[config.mk]
export PLATFORM = sky130hd
export DESIGN_NAME = prime_test_trial_division_top
export DESIGN_NICKNAME = d
export VERILOG_FILES = /design/src/design/ptd_pkg.sv /design/src/design/prime_test_trial_division_top.sv /design/src/design/ptd_dpath.sv /design/src/design/ptd_ctrl.sv
export SDC_FILE = /design/constraint.sdc
export NUM_CORES = 1
export LEC_CHECK = 0
export BUFFER_PORTS_ARGS = -buffer_cell sky130_fd_sc_hd__buf_4
export CAP_MARGIN = 10
export CORE_MARGIN = 5
export CORE_UTILIZATION = 60
export CTS_CLUSTER_DIAMETER = 150
export CTS_CLUSTER_SIZE = 24
export DETAILED_ROUTE_END_ITERATION = 7
export MAX_ROUTING_LAYER = met4
export PLACE_DENSITY = 0.85
export SLEW_MARGIN = 0
export SYNTH_ARGS = -nofsm -noshare
export SYNTH_HDL_FRONTEND = slang
export SYNTH_SLANG_ARGS = --single-unit
[constraint.sdc]
create_clock -name clk_i -period 5.7 [get_ports clk_i]
set_clock_uncertainty 0.1 [all_clocks]
set_input_delay 1.14 -clock clk_i [delete_from_list [all_inputs] [get_ports clk_i]]
set_output_delay 1.14 -clock clk_i [all_outputs]
set_load 0.02 [all_outputs]
[src/design/ptd_pkg.sv]
// ----------------------------------------------------------------------------
// ptd_pkg: shared types and constants for the trial-division prime tester
// Holds the controller state enum, the command/status structs passed
// between controller and datapath, and the default operand width.
// ----------------------------------------------------------------------------
package ptd_pkg;

  // Default width of the tested number
  localparam int unsigned NUM_WIDTH_DEF = 32;

  // First odd trial divisor and the stride between divisors
  localparam int unsigned FIRST_DIV = 3;
  localparam int unsigned DIV_STRIDE = 2;

  typedef enum logic [2:0] {
    ST_IDLE,
    ST_CHECK,
    ST_DIV,
    ST_EVAL
  } ptd_state_e;

  // Controller to datapath
  typedef struct packed {
    logic load;        // capture number, reset divisor
    logic div_start;   // begin a new remainder computation
    logic div_step;    // one restoring-division step
    logic div_next;    // advance divisor to the next odd value
    logic res_wr;      // write the result register
    logic res_val;     // value to write
  } ptd_cmd_t;

  // Datapath to controller
  typedef struct packed {
    logic is_two;      // number equals two
    logic is_trivial;  // number below two or even
    logic div_last;    // final division step this cycle
    logic d_gt_q;      // divisor exceeds quotient: search exhausted
    logic rem_zero;    // remainder is zero: divisor found
  } ptd_sts_t;

endpackage

[src/design/prime_test_trial_division_top.sv]
// ----------------------------------------------------------------------------
// prime_test_trial_division_top: trial-division primality tester
// Reports whether an unsigned number is prime by dividing it by odd
// divisors up to its square root.
// ----------------------------------------------------------------------------
// Operation: zero, one, two and even numbers are settled in the check
//   state without division; other numbers run the bit-serial divider
//   once per trial divisor (one quotient bit per cycle, NUM_WIDTH steps each).
// Throughput: one number at a time; the worst case for 32 bits tries
//   about 32768 divisors.
// Reset: rst_ni asynchronously returns the controller to idle and drops
//   out_valid_o; no clearing pass.
// ----------------------------------------------------------------------------
module prime_test_trial_division_top #(
  parameter int unsigned NUM_WIDTH = ptd_pkg::NUM_WIDTH_DEF
) (
  input  logic                 clk_i,
  input  logic                 rst_ni,
  // Input beat: number to test
  input  logic                 in_valid_i,
  output logic                 in_ready_o,
  input  logic [NUM_WIDTH-1:0] number_i,
  // Output beat: verdict
  output logic                 out_valid_o,
  input  logic                 out_ready_i,
  output logic                 is_prime_o
);

  ptd_pkg::ptd_cmd_t cmd;
  ptd_pkg::ptd_sts_t sts;

  // Controller: special-case check, division sequencing, search loop.
  // The result register decouples the output side, so a new beat is
  // accepted while the previous verdict still waits to be taken.
  ptd_ctrl u_ctrl (
    .clk_i       (clk_i),
    .rst_ni      (rst_ni),
    .in_valid_i  (in_valid_i),
    .in_ready_o  (in_ready_o),
    .out_valid_o (out_valid_o),
    .out_ready_i (out_ready_i),
    .sts_i       (sts),
    .cmd_o       (cmd)
  );

  // Datapath: number and divisor registers, restoring divider giving
  // quotient and remainder; the search stops when divisor > quotient
  // (equivalent to divisor squared > number) or the remainder is zero.
  ptd_dpath #(
    .NUM_WIDTH (NUM_WIDTH)
  ) u_dpath (
    .clk_i      (clk_i),
    .rst_ni     (rst_ni),
    .number_i   (number_i),
    .cmd_i      (cmd),
    .sts_o      (sts),
    .is_prime_o (is_prime_o)
  );

endmodule

[src/design/ptd_dpath.sv]
// ----------------------------------------------------------------------------
// ptd_dpath: datapath of the trial-division prime tester
// Holds the number, the odd trial divisor, a bit-serial restoring divider
// that yields quotient and remainder, and the result register.
// ----------------------------------------------------------------------------
module ptd_dpath #(
  parameter int unsigned NUM_WIDTH = ptd_pkg::NUM_WIDTH_DEF
) (
  input  logic                 clk_i,
  input  logic                 rst_ni,
  input  logic [NUM_WIDTH-1:0] number_i,
  input  ptd_pkg::ptd_cmd_t    cmd_i,
  output ptd_pkg::ptd_sts_t    sts_o,
  output logic                 is_prime_o
);

  localparam int unsigned CNT_W = $clog2(NUM_WIDTH);

  logic [NUM_WIDTH-1:0] num_q, num_d;
  logic [NUM_WIDTH-1:0] div_q, div_d;
  logic [NUM_WIDTH-1:0] rem_q, rem_d;
  logic [NUM_WIDTH-1:0] quo_q, quo_d;
  logic [CNT_W-1:0]     cnt_q, cnt_d;
  logic                 res_q, res_d;

  logic [NUM_WIDTH:0]   partial;
  logic [NUM_WIDTH:0]   diff;
  logic                 fits;

  // One restoring step: shift in next dividend bit, subtract if it fits
  assign partial = {rem_q, quo_q[NUM_WIDTH-1]};
  assign diff    = partial - {1'b0, div_q};
  assign fits    = (partial >= {1'b0, div_q});

  always_comb begin
    num_d = num_q;
    div_d = div_q;
    rem_d = rem_q;
    quo_d = quo_q;
    cnt_d = cnt_q;
    res_d = res_q;
    if (cmd_i.load) begin
      num_d = number_i;
      div_d = NUM_WIDTH'(ptd_pkg::FIRST_DIV);
    end
    if (cmd_i.div_next) begin
      div_d = div_q + NUM_WIDTH'(ptd_pkg::DIV_STRIDE);
    end
    if (cmd_i.div_start) begin
      rem_d = '0;
      quo_d = num_q;
      cnt_d = CNT_W'(NUM_WIDTH - 1);
    end else if (cmd_i.div_step) begin
      rem_d = fits ? diff[NUM_WIDTH-1:0] : partial[NUM_WIDTH-1:0];
      quo_d = {quo_q[NUM_WIDTH-2:0], fits};
      cnt_d = cnt_q - CNT_W'(1);
    end
    if (cmd_i.res_wr) begin
      res_d = cmd_i.res_val;
    end
  end

  always_ff @(posedge clk_i or negedge rst_ni) begin
    if (!rst_ni) begin
      cnt_q <= '0;
    end else begin
      cnt_q <= cnt_d;
    end
  end

  always_ff @(posedge clk_i) begin
    num_q <= num_d;
    div_q <= div_d;
    rem_q <= rem_d;
    quo_q <= quo_d;
    res_q <= res_d;
  end

  assign sts_o.is_two     = (num_q == NUM_WIDTH'(2));
  assign sts_o.is_trivial = (num_q < NUM_WIDTH'(2)) || !num_q[0];
  assign sts_o.div_last   = (cnt_q == '0);
  assign sts_o.d_gt_q     = (div_q > quo_q);
  assign sts_o.rem_zero   = (rem_q == '0);

  assign is_prime_o = res_q;

endmodule

[src/design/ptd_ctrl.sv]
// ----------------------------------------------------------------------------
// ptd_ctrl: controller of the trial-division prime tester
// Sequences the special-case check, the per-divisor division and the
// divisor search, and owns the output valid flag.
// ----------------------------------------------------------------------------
module ptd_ctrl (
  input  logic              clk_i,
  input  logic              rst_ni,
  input  logic              in_valid_i,
  output logic              in_ready_o,
  output logic              out_valid_o,
  input  logic              out_ready_i,
  input  ptd_pkg::ptd_sts_t sts_i,
  output ptd_pkg::ptd_cmd_t cmd_o
);

  ptd_pkg::ptd_state_e state_q, state_d;
  logic out_valid_q, out_valid_d;
  logic out_free;

  // Result register can take a new value this cycle
  assign out_free = !out_valid_q || out_ready_i;

  // Next state
  always_comb begin
    state_d = state_q;
    case (state_q)
      ptd_pkg::ST_IDLE: begin
        if (in_valid_i) state_d = ptd_pkg::ST_CHECK;
      end
      ptd_pkg::ST_CHECK: begin
        if (sts_i.is_two || sts_i.is_trivial) begin
          if (out_free) state_d = ptd_pkg::ST_IDLE;
        end else begin
          state_d = ptd_pkg::ST_DIV;
        end
      end
      ptd_pkg::ST_DIV: begin
        if (sts_i.div_last) state_d = ptd_pkg::ST_EVAL;
      end
      ptd_pkg::ST_EVAL: begin
        if (sts_i.d_gt_q || sts_i.rem_zero) begin
          if (out_free) state_d = ptd_pkg::ST_IDLE;
        end else begin
          state_d = ptd_pkg::ST_DIV;
        end
      end
      default: state_d = ptd_pkg::ST_IDLE;
    endcase
  end

  // Outputs
  always_comb begin
    cmd_o      = '0;
    in_ready_o = 1'b0;
    case (state_q)
      ptd_pkg::ST_IDLE: begin
        in_ready_o = 1'b1;
        cmd_o.load = in_valid_i;
      end
      ptd_pkg::ST_CHECK: begin
        if (sts_i.is_two || sts_i.is_trivial) begin
          cmd_o.res_wr  = out_free;
          cmd_o.res_val = sts_i.is_two;
        end else begin
          cmd_o.div_start = 1'b1;
        end
      end
      ptd_pkg::ST_DIV: begin
        cmd_o.div_step = 1'b1;
      end
      ptd_pkg::ST_EVAL: begin
        if (sts_i.d_gt_q || sts_i.rem_zero) begin
          cmd_o.res_wr  = out_free;
          cmd_o.res_val = sts_i.d_gt_q;
        end else begin
          cmd_o.div_next  = 1'b1;
          cmd_o.div_start = 1'b1;
        end
      end
      default: begin
        cmd_o = '0;
      end
    endcase
  end

  always_comb begin
    out_valid_d = out_valid_q;
    if (out_valid_q && out_ready_i) out_valid_d = 1'b0;
    if (cmd_o.res_wr) out_valid_d = 1'b1;
  end

  always_ff @(posedge clk_i or negedge rst_ni) begin
    if (!rst_ni) begin
      state_q     <= ptd_pkg::ST_IDLE;
      out_valid_q <= 1'b0;
    end else begin
      state_q     <= state_d;
      out_valid_q <= out_valid_d;
    end
  end

  assign out_valid_o = out_valid_q;

endmodule
---- Yosys cells after proc, flatten, opt, wreduce, memory -nomap -nowiden ----
Cells that the tools add are included.
Widths: inputs -> output; s select.
storage, ports and cells
  register bits ........................... 138
  output and inout bits ................... 3
cells by class
  add/sub/neg operators ................... 3
  order comparisons ....................... 3
  equality and inequality tests ........... 6
  mux-type cells .......................... 25
  reductions and logical operators ........ 14
operators with widths
  kind                   number
  $mux 32                5
  $ge 33x32->1           1
  $add 32x2->32 const B  1
  $eq 32x2->1 const B    1
  $gt 32x32->1           1
  $logic_not 32->1       1
  $lt 32x2->1 const B    1
  $sub 32x32->32         1
  $mux 3                 5
  $pmux 3 s4             1
  $mux 5                 2
  $mux 1                 8
  $eq 3x2->1 const B     2
  $reduce_bool 2->1      3
  $logic_not 5->1        1
  $sub 5x1->5 const B    1
  $logic_or 1x1->1       4
  $mux 2                 2
  $ne 2x2->1 const B     2
  $pmux 2 s2             1
  $eq 3x1->1 const B     1
  $logic_not 3->1        1
  $logic_not 1->1        2
  $pmux 1 s2             1
  other kinds (2)        2

---- Longest topological paths before layout ----
  depth after elaboration ................. 6
  depth in mapped cells ................... 13

---- Modules after synthesis ----
Synthesis repeated with hierarchy kept, for this count alone.
second synthesis, totals
  cell total of the unflattened synthesis .. 920
  area, all modules ....................... 8739.6 um2
by module, submodules not included
  module     instances  cells each  area an instance (um2)  sequential area each (um2)
  ptd_dpath  1          890         8441.8                  3648.5
  ptd_ctrl   1          30          297.8                   100.1

---- Worst setup path after synthesis ----
Ideal clock, no wire load.
  path type ............................... input-to-reg
  start point ............................. in in_valid_i
  end point ............................... reg u_dpath.div_q[10] (enable)
  arrival time ............................ 2.862 ns
  data required time ...................... 5.207 ns
  slack ................................... 2.345 ns
  cell stages on the path ................. 2
  path buffers ............................ 0
  cell sequence ........................... and2_1 > nand2b_1
on the way
  cells in the longest elaborated chain, start to end .. 2
RTL lines
  item                         line                                 RTL
  start: declaration           prime_test_trial_division_top.sv:20  input logic in_valid_i,
  $mux 1                       ptd_ctrl.sv:56                       case (state_q)
  $reduce_bool 2->1 (no line)  n/a
  end signal: assignment       ptd_dpath.sv:73                      div_q <= div_d;
  end: declaration             ptd_dpath.sv:20                      logic [NUM_WIDTH-1:0] div_q, div_d;
No other way between the ends.
A chain may end at the register's enable or synchronous reset.

---- Worst setup path in the final report ----
  start point ............................. reg u_dpath.div_q[23]
  end point ............................... reg u_dpath.quo_q[31] (data pin)
on the way
  cells in the longest elaborated chain, start to end .. 5
RTL lines
  item                    line             RTL
  $gt 32x32->1            ptd_dpath.sv:82  assign sts_o.d_gt_q = (div_q > quo_q);
  $logic_or 1x1->1        ptd_ctrl.sv:73   if (sts_i.d_gt_q || sts_i.rem_zero) begin
  $mux 1                  ptd_ctrl.sv:73
  $pmux 1 s2              ptd_ctrl.sv:56
  $mux 32                 ptd_dpath.sv:49  if (cmd_i.div_start) begin
  via u_dpath.quo_d[31]   ptd_dpath.sv:22  logic [NUM_WIDTH-1:0] quo_q, quo_d;
  end signal: assignment  ptd_dpath.sv:75  quo_q <= quo_d;
  end: declaration        ptd_dpath.sv:22
The timed path passes the listed nets, and every way through them passes these cells.

==> out/metrics.cfg <==
[cells_and_area]
fill_cells = 1041
layout-drive-gt1-share = 0.103
area_delta_synth_final_pct = 12.6
diodes = 0
finalNonFillerCells = 1137
fin_nets = 1043

[detailed_routing]
wl_per_cell_um = 19.3
drtPass1Iterations = 5
drc_errors = 0
via_count = 7248
drt-total-wl_um = 22000
viasPerCell = 6.37
dr.first_iter.drc_count = 734
route.antenna.remaining_nets = 0

[sta]
max_slew.worst_pin.slew_ps = 975
finalHoldViolCount = 0
fmax_mhz = 272
min_period_over_period = 0.645
rsz0062_at_grt = false
maxSlewViolCount = 0
setup_tns_ps = 0
finalSetupViolCount = 0
relSlewSlack = 0.350
fin_crit_ps = 3680

[hold_path]
min_path_type = register to register
hold_path_depth = 1
hp-start = u_dpath.rem_q[24]$_SDFFE_PP0P_
hold_end = u_dpath.rem_q[24]$_SDFFE_PP0P_

[clock_network]
clk_path_buf_depth = 2
cts_resized = 0
cts_post_setup_buffers_inserted = 0
cts_tree = done
clk-insertion-delay-late_ps = 430
cts_made_buffers = 17
cts-htree-levels = 4
cts_hold_buf = 0
path_clk_slew_ps = 60
cts-root-buf = clkbuf_16
clock-sinks = 137

[placed_design]
dpl.cell_count = 1105
dp_hpwl_um = 15500
numPortBuffers = 38
gp_congestion = 0.936

[logic_synthesis]
synth-main-ff-cell = edfxtp_1
yosysTopAreaCell = edfxtp_1
synth_top_area_frac = 0.332
ys_async_sr_fraction = 0.0657
ys_seq_area_frac = 0.432
ys_types = 69
synth-seq-cells = 137
ys_top_cells_by_area = edfxtp_1 33%, ha_1 9.5%, dfxtp_1 7.4%
syn_avg_cell_area_um2 = 9.55
syn-num-nets = 1011
yosysWarnings = 0
syn-cell-area_um2 = 8670
netlist_instances = 908
synth_edf_count = 96

[setup_path]
critPathKind = register to register
ff2ff_setup_slack_ps = 2020
r2r-start = u_dpath.div_q[23]$_SDFFCE_PN0P_
cp.arrival_ps = 3710
cp.required_ps = 5740
critPathLaunch = u_dpath.div_q[23]$_SDFFCE_PN0P_
critical_path.startpoint_type = register
r2r_end = u_dpath.quo_q[31]$_DFFE_PP_
worstSetupEndpointType = register
worst-path-max-fanout = 29
reg2regPathDepth = 9

[global_route]
grt_max_degree = 44
grt_pass1_wl_um = 35200
antenna_found_initial = 0
grt_overflow_total = 0
first_global_vias = 6833
grt_use_total = 0.275

[die]
rows = 44
die_y_um = 130
die_w_um = 130
initial_core_util = 0.603
io_pins = 39
die_area_um2 = 17000
core_um2 = 14400

[power_and_ir_drop]
ir_drop_mv = 0.343
p_leak_nw = 4.00
p_per_area_nw_per_um2 = 423

[flow_run]
drv_cap = 0

[outcome]
status = complete, no violations

-- layer usage --
layer,share of wire,vias to the layer above,global-route usage
met5,0,-,-
met4,0.018,0,0.0630
met3,0.073,42,0.0598
met2,0.50,308,0.457
met1,0.41,3493,0.346
li1,-,3405,-
-- kinds of logic after synthesis --
| kind of cell | synth area share |
|---|---|
| AOI/OAI and AO/OA | 0.164 |
| xor gates and xnor gates | 0.0576 |
| adders and majority gates | 0.0975 |
| buffers and inverters | 0.0519 |
| DFF | 0.432 |
| muxes | 0.0329 |
| other | 0.000432 |
| and+or+nand+nor | 0.164 |
-- worst max-delay path, cell delays in order, from the launching register on --
cell and delay [ps]:
edfxtp_1 490, ha_1 360, a21oi_1 280, o21ai_0 180, nor4_1 320, a31oi_1 220
o21ai_2 190, and2_1 650, buf_4 400, o21ai_0 190
-- stage by stage --
stage                     power (W)  hold WS (ps)  worst slack [ps]  utilization  instance area, um^2
final                       0.00413           408              2020        0.679                 9760
after global routing        0.00436           415              1850        0.679                 9760
after CTS                   0.00411           409              2090        0.679                 9760
after detailed placement    0.00289           397              2130        0.635                 9120
after global placement      0.00287           394              2200        0.635                 9120
after floorplan             0.00257           370              2350            -                 8670
-- power breakdown --
part           switching (W)  leakage (nW)  internal, W
Sequential          0.000152          1.26      0.00121
Combinational       0.000894          2.44     0.000675
Clock               0.000452         0.307     0.000742
-- cell usage in the layout (no fill, tap or decap), types with 16 or more instances in the layout --
cell,n
dfxtp_1,32
inv_1,80
mux2i_1,24
ha_1,66
nor4_1,22
xnor2_1,50
nor2_1,61
nor3_1,21
a21oi_1,40
buf_4,48
edfxtp_1,96
clkbuf_16,17
o21ai_0,53
a21o_1,21
nand2_1,73
nand4_1,20
o22ai_1,16
nand3_1,49
-- synthesized netlist by cell type (7+ instances only) --
cell	instances
ha_1	66
a21oi_1	40
nor2_1	61
nor2b_1	7
edfxtp_1	96
nor3_1	22
dfxtp_1	32
xnor2_1	50
nor4_1	22
o21ai_0	53
o22ai_1	16
nand4_1	20
and3_1	9
o2bb2ai_1	12
mux2i_1	24
a21o_1	21
nand2_1	73
nand3_1	49
xor2_1	7
dfrtp_1	9
buf_2	9
clkbuf_1	24
inv_1	80
o211ai_1	9
-- cell type report --
| type | instances | area, um^2 | area share |
|---|---|---|---|
| Multi-Input combinational cell | 656 | 4480 | 0.459 |
| Sequential cell | 137 | 3750 | 0.384 |
| Clock buffer | 17 | 425 | 0.0436 |
| Timing Repair Buffer | 48 | 360 | 0.0369 |
| Inverter | 80 | 300 | 0.0308 |
| Tap cell | 184 | 230 | 0.0236 |
| Clock inverter | 15 | 216 | 0.0222 |
-- worst max path at each step --
stage,slack (ps),end,cells past startpoint
after floorplan,2350,u_dpath.div_q[10]$_SDFFCE_PN0P_,2
after global placement,2200,u_dpath.rem_q[30]$_SDFFE_PP0P_,10
after detailed placement,2130,u_dpath.rem_q[30]$_SDFFE_PP0P_,10
after CTS,2090,u_dpath.rem_q[30]$_SDFFE_PP0P_,10
after global routing,1850,u_dpath.rem_q[23]$_SDFFE_PP0P_,10
final,2020,u_dpath.quo_q[31]$_DFFE_PP_,9
-- flip-flops by register name (all words and copies together) (netlist names) --
register and cells:
u_dpath.rem_q 32, u_dpath.quo_q 32, u_dpath.num_q 32, u_ctrl.out_valid_o 1, u_dpath.cnt_q 5, u_dpath.is_prime_o 1
u_ctrl.state_q 3, u_dpath.div_q 31
No activity file was read; power rests on OpenSTA's default activity.
